<file path="config.mk">
export PLATFORM = sky130hd
export DESIGN_NAME = double_ended_queue
export DESIGN_NICKNAME = d
export VERILOG_FILES = /design/src/rtl/core/deque_pkg.sv /design/src/rtl/core/deque_ctrl.sv /design/src/rtl/core/deque_dp.sv /design/src/rtl/core/double_ended_queue.sv
export SDC_FILE = /design/constraint.sdc
export NUM_CORES = 1
export LEC_CHECK = 0
export BUFFER_PORTS_ARGS = -buffer_cell sky130_fd_sc_hd__clkbuf_2
export CORE_MARGIN = 8
export CORE_UTILIZATION = 48
export DETAILED_ROUTE_END_ITERATION = 8
export HOLD_SLACK_MARGIN = 0.06
export RECOVER_POWER = 50
export SYNTH_ARGS = -nofsm -noshare
export SYNTH_HDL_FRONTEND = slang
export SYNTH_SLANG_ARGS = --single-unit
</file>
<file path="constraint.sdc">
create_clock -name clk -period 12.2 [get_ports clk]
set_clock_uncertainty 0.2 [all_clocks]
set_input_delay 0 -clock clk [delete_from_list [all_inputs] [get_ports clk]]
set_output_delay 0 -clock clk [all_outputs]
set_load 0.005 [all_outputs]
</file>
<file path="src/rtl/core/deque_pkg.sv">
// ----------------------------------------------------------------------------
// deque_pkg
// Shared codes and controller/datapath signal groups for the deque.
// ----------------------------------------------------------------------------
package deque_pkg;

  // fixed field widths
  localparam int OP_W     = 3;
  localparam int WORD_W   = 32;
  localparam int STATUS_W = 2;
  localparam int FILL_W   = 5;

  // operation codes
  localparam logic [OP_W-1:0] OP_PUSH_FRONT = 3'd0;
  localparam logic [OP_W-1:0] OP_PUSH_BACK  = 3'd1;
  localparam logic [OP_W-1:0] OP_POP_FRONT  = 3'd2;
  localparam logic [OP_W-1:0] OP_POP_BACK   = 3'd3;
  localparam logic [OP_W-1:0] OP_PEEK_FRONT = 3'd4;
  localparam logic [OP_W-1:0] OP_PEEK_BACK  = 3'd5;

  // status codes
  localparam logic [STATUS_W-1:0] ST_OK    = 2'd0;
  localparam logic [STATUS_W-1:0] ST_EMPTY = 2'd1;
  localparam logic [STATUS_W-1:0] ST_FULL  = 2'd2;

  // ring address select
  localparam logic [1:0] ADDR_FRONT = 2'd0; // front entry
  localparam logic [1:0] ADDR_PREV  = 2'd1; // slot ahead of front
  localparam logic [1:0] ADDR_TAIL  = 2'd2; // first free slot at back
  localparam logic [1:0] ADDR_LAST  = 2'd3; // back entry

  // controller -> datapath
  typedef struct packed {
    logic                load;       // capture transaction
    logic                mem_wr;
    logic                mem_rd;
    logic [1:0]          addr_sel;
    logic                front_dec;
    logic                front_inc;
    logic                count_inc;
    logic                count_dec;
    logic                set_result;
    logic [STATUS_W-1:0] res_status;
    logic                respond;
  } dq_cmd_t;

  // datapath -> controller
  typedef struct packed {
    logic [OP_W-1:0] op;
    logic            empty;
    logic            full;
  } dq_sts_t;

endpackage

</file>
<file path="src/rtl/core/deque_ctrl.sv">
// ----------------------------------------------------------------------------
// deque_ctrl
// Sequencer: capture, execute, respond. Decodes the operation into
// datapath commands.
// ----------------------------------------------------------------------------
module deque_ctrl
  import deque_pkg::*;
(
  input  logic    clk,
  input  logic    rst_n,
  input  logic    start,
  output logic    busy,
  input  dq_sts_t sts,
  output dq_cmd_t cmd
);

  localparam logic [1:0] S_IDLE = 2'd0;
  localparam logic [1:0] S_EXEC = 2'd1;
  localparam logic [1:0] S_RESP = 2'd2;

  logic [1:0] state_r;
  logic [1:0] state_nxt;

  always_ff @(posedge clk) begin
    if (!rst_n) begin
      state_r <= S_IDLE;
    end else begin
      state_r <= state_nxt;
    end
  end

  always_comb begin
    state_nxt = state_r;
    unique case (state_r)
      S_IDLE: begin
        if (start) begin
          state_nxt = S_EXEC;
        end
      end
      S_EXEC:  state_nxt = S_RESP;
      S_RESP:  state_nxt = S_IDLE;
      default: state_nxt = S_IDLE;
    endcase
  end

  assign busy = (state_r != S_IDLE);

  always_comb begin
    cmd            = '0;
    cmd.res_status = ST_OK;
    cmd.addr_sel   = ADDR_FRONT;
    cmd.load       = (state_r == S_IDLE) && start;
    cmd.respond    = (state_r == S_RESP);
    if (state_r == S_EXEC) begin
      cmd.set_result = 1'b1;
      unique case (sts.op)
        OP_PUSH_FRONT, OP_PUSH_BACK: begin
          if (sts.full) begin
            cmd.res_status = ST_FULL;
          end else begin
            cmd.mem_wr    = 1'b1;
            cmd.count_inc = 1'b1;
            if (sts.op == OP_PUSH_FRONT) begin
              cmd.addr_sel  = ADDR_PREV;
              cmd.front_dec = 1'b1;
            end else begin
              cmd.addr_sel = ADDR_TAIL;
            end
          end
        end
        OP_POP_FRONT, OP_POP_BACK, OP_PEEK_FRONT, OP_PEEK_BACK: begin
          if (sts.empty) begin
            cmd.res_status = ST_EMPTY;
          end else begin
            cmd.mem_rd = 1'b1;
            if (sts.op == OP_POP_BACK || sts.op == OP_PEEK_BACK) begin
              cmd.addr_sel = ADDR_LAST;
            end
            if (sts.op == OP_POP_FRONT) begin
              cmd.front_inc = 1'b1;
              cmd.count_dec = 1'b1;
            end
            if (sts.op == OP_POP_BACK) begin
              cmd.count_dec = 1'b1;
            end
          end
        end
        default: cmd.res_status = ST_OK; // unused codes: no change
      endcase
    end
  end

endmodule

</file>
<file path="src/rtl/core/deque_dp.sv">
// ----------------------------------------------------------------------------
// deque_dp
// Ring storage, front index, entry count and result registers.
// ----------------------------------------------------------------------------
module deque_dp
  import deque_pkg::*;
#(
  parameter int DEPTH      = 16,
  parameter int DATA_WIDTH = 32
) (
  input  logic                       clk,
  input  logic                       rst_n,
  input  dq_cmd_t                    cmd,
  output dq_sts_t                    sts,
  input  logic [OP_W-1:0]            in_operation,
  input  logic signed [WORD_W-1:0]   in_data_in,
  output logic signed [WORD_W-1:0]   out_data_out,
  output logic [STATUS_W-1:0]        out_status,
  output logic                       out_is_empty,
  output logic [FILL_W-1:0]          out_fill_count
);

  localparam int AW = $clog2(DEPTH);
  localparam int CW = $clog2(DEPTH + 1);
  localparam int SW = AW + 1;

  logic [DATA_WIDTH-1:0] mem [DEPTH];

  logic [OP_W-1:0]       op_r;
  logic [DATA_WIDTH-1:0] word_r;
  logic [AW-1:0]         front_r;
  logic [AW-1:0]         front_nxt;
  logic [CW-1:0]         count_r;
  logic [CW-1:0]         count_nxt;
  logic [DATA_WIDTH-1:0] rd_data_r;
  logic [STATUS_W-1:0]   status_r;
  logic                  use_mem_r;

  logic [SW-1:0] tail_sum;
  logic [SW-1:0] last_sum;
  logic [AW-1:0] tail_idx;
  logic [AW-1:0] last_idx;
  logic [AW-1:0] prev_idx;
  logic [AW-1:0] next_idx;
  logic [AW-1:0] addr;

  // ring arithmetic: sums stay below twice the depth, one subtract wraps
  always_comb begin
    tail_sum = SW'(front_r) + SW'(count_r);
    last_sum = tail_sum - SW'(1);
    tail_idx = (tail_sum >= SW'(DEPTH)) ? AW'(tail_sum - SW'(DEPTH)) : AW'(tail_sum);
    last_idx = (last_sum >= SW'(DEPTH)) ? AW'(last_sum - SW'(DEPTH)) : AW'(last_sum);
    prev_idx = (front_r == '0) ? AW'(DEPTH - 1) : front_r - AW'(1);
    next_idx = (front_r == AW'(DEPTH - 1)) ? '0 : front_r + AW'(1);
  end

  always_comb begin
    unique case (cmd.addr_sel)
      ADDR_FRONT: addr = front_r;
      ADDR_PREV:  addr = prev_idx;
      ADDR_TAIL:  addr = tail_idx;
      ADDR_LAST:  addr = last_idx;
      default:    addr = front_r;
    endcase
  end

  always_comb begin
    front_nxt = front_r;
    count_nxt = count_r;
    if (cmd.front_dec) begin
      front_nxt = prev_idx;
    end else if (cmd.front_inc) begin
      front_nxt = next_idx;
    end
    if (cmd.count_inc) begin
      count_nxt = count_r + CW'(1);
    end else if (cmd.count_dec) begin
      count_nxt = count_r - CW'(1);
    end
  end

  always_ff @(posedge clk) begin
    if (!rst_n) begin
      front_r <= '0;
      count_r <= '0;
    end else begin
      front_r <= front_nxt;
      count_r <= count_nxt;
    end
  end

  // transaction capture and result registers
  always_ff @(posedge clk) begin
    if (cmd.load) begin
      op_r   <= in_operation;
      word_r <= DATA_WIDTH'(in_data_in);
    end
    if (cmd.set_result) begin
      status_r  <= cmd.res_status;
      use_mem_r <= cmd.mem_rd;
    end
  end

  // ring memory, registered read
  always_ff @(posedge clk) begin
    if (cmd.mem_wr) begin
      mem[addr] <= word_r;
    end
    if (cmd.mem_rd) begin
      rd_data_r <= mem[addr];
    end
  end

  assign sts.op    = op_r;
  assign sts.empty = (count_r == '0);
  assign sts.full  = (count_r == CW'(DEPTH));

  logic signed [DATA_WIDTH-1:0] rd_signed;
  assign rd_signed = rd_data_r;

  always_comb begin
    if (use_mem_r) begin
      out_data_out = WORD_W'(rd_signed);
    end else if (status_r == ST_EMPTY) begin
      out_data_out = -32'sd1;
    end else begin
      out_data_out = '0;
    end
  end

  assign out_status     = status_r;
  assign out_is_empty   = (count_r == '0);
  assign out_fill_count = FILL_W'(count_r);

endmodule

</file>
<file path="src/rtl/core/double_ended_queue.sv">
// ----------------------------------------------------------------------------
// double_ended_queue
// Bounded double-ended queue of signed words held in a ring buffer, with
// push/pop/peek at either end and a status result per transaction.
// ----------------------------------------------------------------------------
//
//  channel | ports                                              | handshake
//  --------+----------------------------------------------------+-----------------
//  input   | in_operation, in_data_in                           | start & !busy
//  result  | out_data_out, out_status, out_is_empty,            | out_valid strobe,
//          | out_fill_count                                     | one cycle
//
//  Each transaction runs capture, execute (one ring memory access plus
//  index and count update) and respond, in that order. The single memory
//  port and its registered read set these steps; busy is high during
//  execute and respond. A new start is taken in the cycle after the out_valid strobe.
//  Reset (rst_n low, synchronous) empties the queue: front index and count
//  go to zero. Ring contents are not cleared; only written entries are read.
//  The receiver cannot stall: each result is presented for one cycle only.
//
module double_ended_queue
  import deque_pkg::*;
#(
  parameter int DEPTH      = 16,
  parameter int DATA_WIDTH = 32
) (
  input  logic                     clk,
  input  logic                     rst_n,
  input  logic                     start,
  output logic                     busy,
  input  logic [OP_W-1:0]          in_operation,
  input  logic signed [WORD_W-1:0] in_data_in,
  output logic                     out_valid,
  output logic signed [WORD_W-1:0] out_data_out,
  output logic [STATUS_W-1:0]      out_status,
  output logic                     out_is_empty,
  output logic [FILL_W-1:0]        out_fill_count
);

  dq_cmd_t cmd;
  dq_sts_t sts;

  // controller: sequences each transaction and decodes the operation
  deque_ctrl u_ctrl (
    .clk   (clk),
    .rst_n (rst_n),
    .start (start),
    .busy  (busy),
    .sts   (sts),
    .cmd   (cmd)
  );

  // datapath: ring memory, front index, count, result registers
  deque_dp #(
    .DEPTH      (DEPTH),
    .DATA_WIDTH (DATA_WIDTH)
  ) u_dp (
    .clk            (clk),
    .rst_n          (rst_n),
    .cmd            (cmd),
    .sts            (sts),
    .in_operation   (in_operation),
    .in_data_in     (in_data_in),
    .out_data_out   (out_data_out),
    .out_status     (out_status),
    .out_is_empty   (out_is_empty),
    .out_fill_count (out_fill_count)
  );

  // result strobe comes straight from the respond state
  assign out_valid = cmd.respond;

endmodule
</file>
; ---- Yosys cells after proc, flatten, opt, wreduce, memory -nomap -nowiden
; Memories as Yosys holds them, arrays and structs flattened. A register that Yosys moved wholly into a read port is not among the register bits.
; Cells that the tools add are included.
[totals]
ff_bits = 49
ramBits = 512
input_bits = 38
output_inout_bits = 42
word_cells = 79
memories = 1
[mem_list]
columns = name, words, word_bits, read_ports, rd_clocked_by_memory_dff, wr, line
row1 = u_dp.mem, 16, 32, 1, 1, 1, deque_dp.sv:27  ; logic [DATA_WIDTH-1:0] mem [DEPTH];
[op_classes]
addsub = 8
magnitude_cmp = 2
n_eq_ne = 14
muxes = 35
n_reduce_logical = 12
[ops]
columns = op, count
row1 = two-way mux 32 bit, 2
row2 = two-way mux 4 bit, 6
row3 = case mux 4 bit (4 select lines), 1
row4 = two-way mux 1 bit, 14
row5 = case mux 2 bit (2 select lines), 3
row6 = subtractor 4 x 1 -> 4 bit (second input constant), 3
row7 = two-way mux 11 bit, 1
row8 = greater-or-equal comparator 5 bit (second input constant), 2
row9 = two-way mux 5 bit, 2
row10 = subtractor 5 x 1 -> 5 bit (second input constant), 2
row11 = two-way mux 2 bit, 4
row12 = == test 2 x 1 -> 1 bit (second input constant), 3
row13 = == test 2 bit (second input constant), 3
row14 = == test 3 x 2 -> 1 bit (second input constant), 2
row15 = == test 3 bit (second input constant), 2
row16 = two-way mux 3 bit, 2
row17 = nonzero test 2 bit, 3
row18 = adder 4 x 5 -> 5 bit, 1
row19 = adder 5 x 1 -> 5 bit (second input constant), 1
row20 = == test 5 bit (second input constant), 1
row21 = logical NOT 5 bit, 1
row22 = adder 4 x 1 -> 4 bit (second input constant), 1
row23 = == test 4 bit (second input constant), 1
row24 = logical NOT 2 bit, 2
row25 = 8 further kinds, 8

; ---- Longest topological paths before layout
[depth]
depth_word = 8
ltp_mapped = 13
depth_no_buf = 10

; ---- Modules after synthesis
; A second synthesis with hierarchy kept.
[unflattened]
hier_cells = 1805
hier_area_um2 = 25886.1
[by_module_without_submodules]
columns = module, n_inst, cells_per_inst, area_each_um2, seq_area_each_um2
row1 = deque_dp, 1, 1770, 25612.1, 17656.9
row2 = deque_ctrl, 1, 35, 274.0, 40.0

; ---- Worst setup path before layout
; Ideal clock, no wire load.
[synth_timing]
path_type = reg-to-reg
startpoint = register u_dp.count_r[0] (netlist: u_dp.out_fill_count[0])
endpoint = memory u_dp.mem[2][0], enable pin
setup_time_ns = 0.461
t_arrival_ns = 4.594
t_required_ns = 11.539
slack_ns = 6.945
path_stages_with_launch = 11
n_path_buf = 2
synth_period_minus_slack_ns = 5.255
cell_sequence = dfxtp_1 > ha_1 > fa_1 > inv_1 > ha_1 > o311ai_1 > a21o_1 > buf_2 > buf_2 > nand2_1 > nor3_1
[synth_between]
elab_chain_cells = 6
elab_cells_between_ends = 23
cone_classes = 4 x add/sub / 2 x order compare / 4 x eq/ne / 11 x mux / 2 x reduce/logical
[synth_rtl]
columns = item, line
row1 = start: declaration, deque_dp.sv:33  ; logic [CW-1:0] count_r;
row2 = start signal: assignment, deque_dp.sv:88  ; count_r <= count_nxt;
row3 = "parallel branches: the longest is 6 deep, another holds adder 4 x 5 -> 5 bit", n/a
row4 = end: declaration, deque_dp.sv:27
; Several ways; the timed one is not identified.

; ---- Worst setup path after layout
[layout_timing]
startpoint = register u_dp.count_r[1] (netlist: u_dp.out_fill_count[1])
endpoint = memory u_dp.mem[6][20], enable pin
; Same word-level chain as after synthesis.

==> results.yml <==
logic_synthesis:
  synth_cells: 1749
  yosysTopAreaCellShare_pct: 70.0
  syn_nets: 1799
  synthTopCellsByArea: "edfxtp_1 (70%), o311ai_1 (3.4%), o221ai_1 (3.3%), a21boi_0 (3.0%), nand2_1 (3.0%)"
  synth_seq_area_share_pct: 70.8
  synth_cell_types: 67
  ys_top_cells_by_count: "edfxtp_1 (582), nand2_1 (201), inv_1 (106)"
  synth_most_common_cell: "edfxtp_1"
  async_flop_share_pct: 0
  ys_ff_latch: 593
  yosysWarnings: 0
  synth_area_mm2: 0.0250
  avgSynthCellArea_um2: 14.3
  synth_top_flop_cell: "edfxtp_1"
  synth-edff-count: 582
  synth_top_cell_by_area: "edfxtp_1"
die:
  start_util_pct: 48.6
  core_mm2: 0.0514
  rows: 83
  dieArea_mm2: 0.0596
  die_w_um: 244
  chipHeight_um: 244
  boundaryPins: 80
cells_and_area:
  area_growth_pct: 14.8
  n_antenna_cell: 0
  instances_no_fill: 2605
  layout.nets: 1927
  postLayoutCellArea_mm2: 0.0287
  drive_above_1_share_pct: 12.2
sta:
  finalHoldViolations: 0
  fmax_mhz: 165
  timing.final.ws_setup_ns: 6.14
  slew_violations: 70
  relSlewSlack_pct: -125
  worst_pin_slew_ns: 3.37
  finalSetupViolCount: 0
  rsz0062_at_grt: "no"
  period_needed_ns: 6.06
  fin_setup_tns_ns: 0
  post-route-period-util_pct: 49.6
worst_setup_path:
  cp_max_fo: 66
  critPathCaptureType: "flop"
  arrival_ns: 6.10
  r2r_cells: 9
  required_ns: 12.25
  r2r_end: "u_dp.mem[6][20]"
  crit-reg2reg-launch: "u_dp.out_fill_count[1]"
  cp-start-kind: "flop"
  setup.worst_path.class: "flop to flop"
  reg2reg_slack_ns: 6.14
status:
  outcome: "finished with violations"
  violations: "capacitance limit, slew limit"
pwr:
  ir_worst_vdd_mv: 0.137
  pwr_density_cell_mw_per_mm2: 150
  power_leakage_nw: 9.52
min_path:
  whs_path_depth: 4
  min_to: "u_dp.front_r[1]"
  holdCritStartpoint: "rst_n"
  hold_class: "primary input to flop"
clock_network:
  clkTransAtPathRegs_ns: 0.06
  htreeDepth: 2
  cts_buffers: 60
  clock_path_buffers: 3
  post_cts_resized: 0
  cts_root_buffer: "clkbuf_16"
  insertion_delay_ns: 0.62
  cts_tree: "built"
  cts_sinks: 593
placed_design:
  hpwl_um: 32400
  pre_cts_ws_ns: 6.86
  io_buffers: 79
  place_area_mm2: 0.0261
  gp_congestion: 0.814
  dp.cells: 2421
routing:
  drt_pre_antenna_iters: 5
  drtIter0Drc: 1663
  route.vias.total: 15800
  wl_per_cell_um: 26.1
  routed_wl_um: 68000
  drc: 0
  via_per_inst: 6.08
  drtAntennaViolNets: 0
global_route:
  grtUsageTotal_pct: 22.5
  grt_max_degree: 103
  grt_pass1_vias: 15900
  grt_pass1_wl_um: 102000
  grt.overflow.total: 0
  antenna_found_initial: 0
job:
  cap_violations: 2
## sequential cells by signal (all words and copies together) (netlist names)
name,cells
u_dp.use_mem_r,1
u_ctrl.state_r,2
u_dp.rd_data_r,32
u_dp.out_status,2
u_dp.op_r,3
u_dp.mem,512
u_dp.out_fill_count,5
u_dp.word_r,32
u_dp.front_r,4
## cell usage in the layout (no fill, tap or decap), types with 39 or more instances in the layout
cell	instances
a21boi_0	101
clkbuf_16	61
clkbuf_2	69
o221ai_1	95
inv_1	106
and2_1	91
nand2_1	200
edfxtp_1	582
o311ai_1	97
and2_0	39
dlygate4sd3_1	74
## area by class of cell
cell class                      instances  area, µm²
Inverter                              108        405
Multi-Input combinational cell        921       6430
Tap cell                              680        851
Sequential cell                       593      17700
Clock inverter                         38        322
Timing Repair Buffer                  193       1420
Clock buffer                           72       1570
Fill cell                            4150      22700
## worst max path at each step
stage	slack [ns]	end	depth (start not counted)	startpoint
3_3_place_gp	6.95	u_dp.mem[6][23]	9	u_dp.op_r[1]
6_report	6.14	u_dp.mem[6][20]	9	u_dp.out_fill_count[1]
2_1_floorplan	6.94	u_dp.mem[2][0]	10	u_dp.out_fill_count[0]
5_1_grt	5.76	u_dp.mem[6][20]	9	u_dp.out_fill_count[1]
4_1_cts	6.83	u_dp.mem[6][20]	9	u_dp.op_r[1]
3_5_place_dp	6.86	u_dp.mem[6][24]	9	u_dp.op_r[1]
## layer usage
metal,share of wire [%],track usage (%),up-vias
li1,-,-,7045
met1,43,30.6,8055
met2,47,37.3,580
met3,6.2,3.14,148
met4,2.9,7.26,0
met5,0,0,-
## stage by stage
step | hold slack (ns) | power [mW] | util [%]
3_3_place_gp | -0.0214 | 2.53 | 50.8
3_5_place_dp | -0.0214 | 2.54 | 50.8
2_1_floorplan | -0.101 | 2.45 | -
4_1_cts | 0.0804 | 4.33 | 55.9
5_1_grt | 0.140 | 4.43 | 55.8
6_report | 0.109 | 4.30 | 55.8
## critical path, cell delays in order (launching register included)
cell	delay, ns
dfxtp_1	0.41
nor4_1	1.20
a211oi_1	0.43
or2_1	0.46
o32a_1	0.27
o21ai_4	0.07
buf_4	0.80
nand2_1	0.43
nor3_2	0.79
buf_4	0.58
## kinds of logic after synthesis
kind of cell               after synthesis  synth area share (%)
AOI/OAI and AO/OA                      475                  15.5
xor gates and xnor gates                 9                 0.316
adders and majority gates               12                 0.661
buffers and inverters                  235                  4.18
DFF                                    593                  70.8
muxes                                    3                 0.120
and+or+nand+nor                        422                  8.37
## where the power goes
group          total (mW)  internal, mW  switching (mW)
logic               0.212        0.0768           0.136
clock network        1.79          1.02           0.775
registers            2.30          2.26          0.0349
## timing repair
item                      4_1_cts  5_1_grt
hold endpoints to repair       81        0
hold buffers                   74        0
setup buffers                   0        0
(Power assumes the default switching activity.)
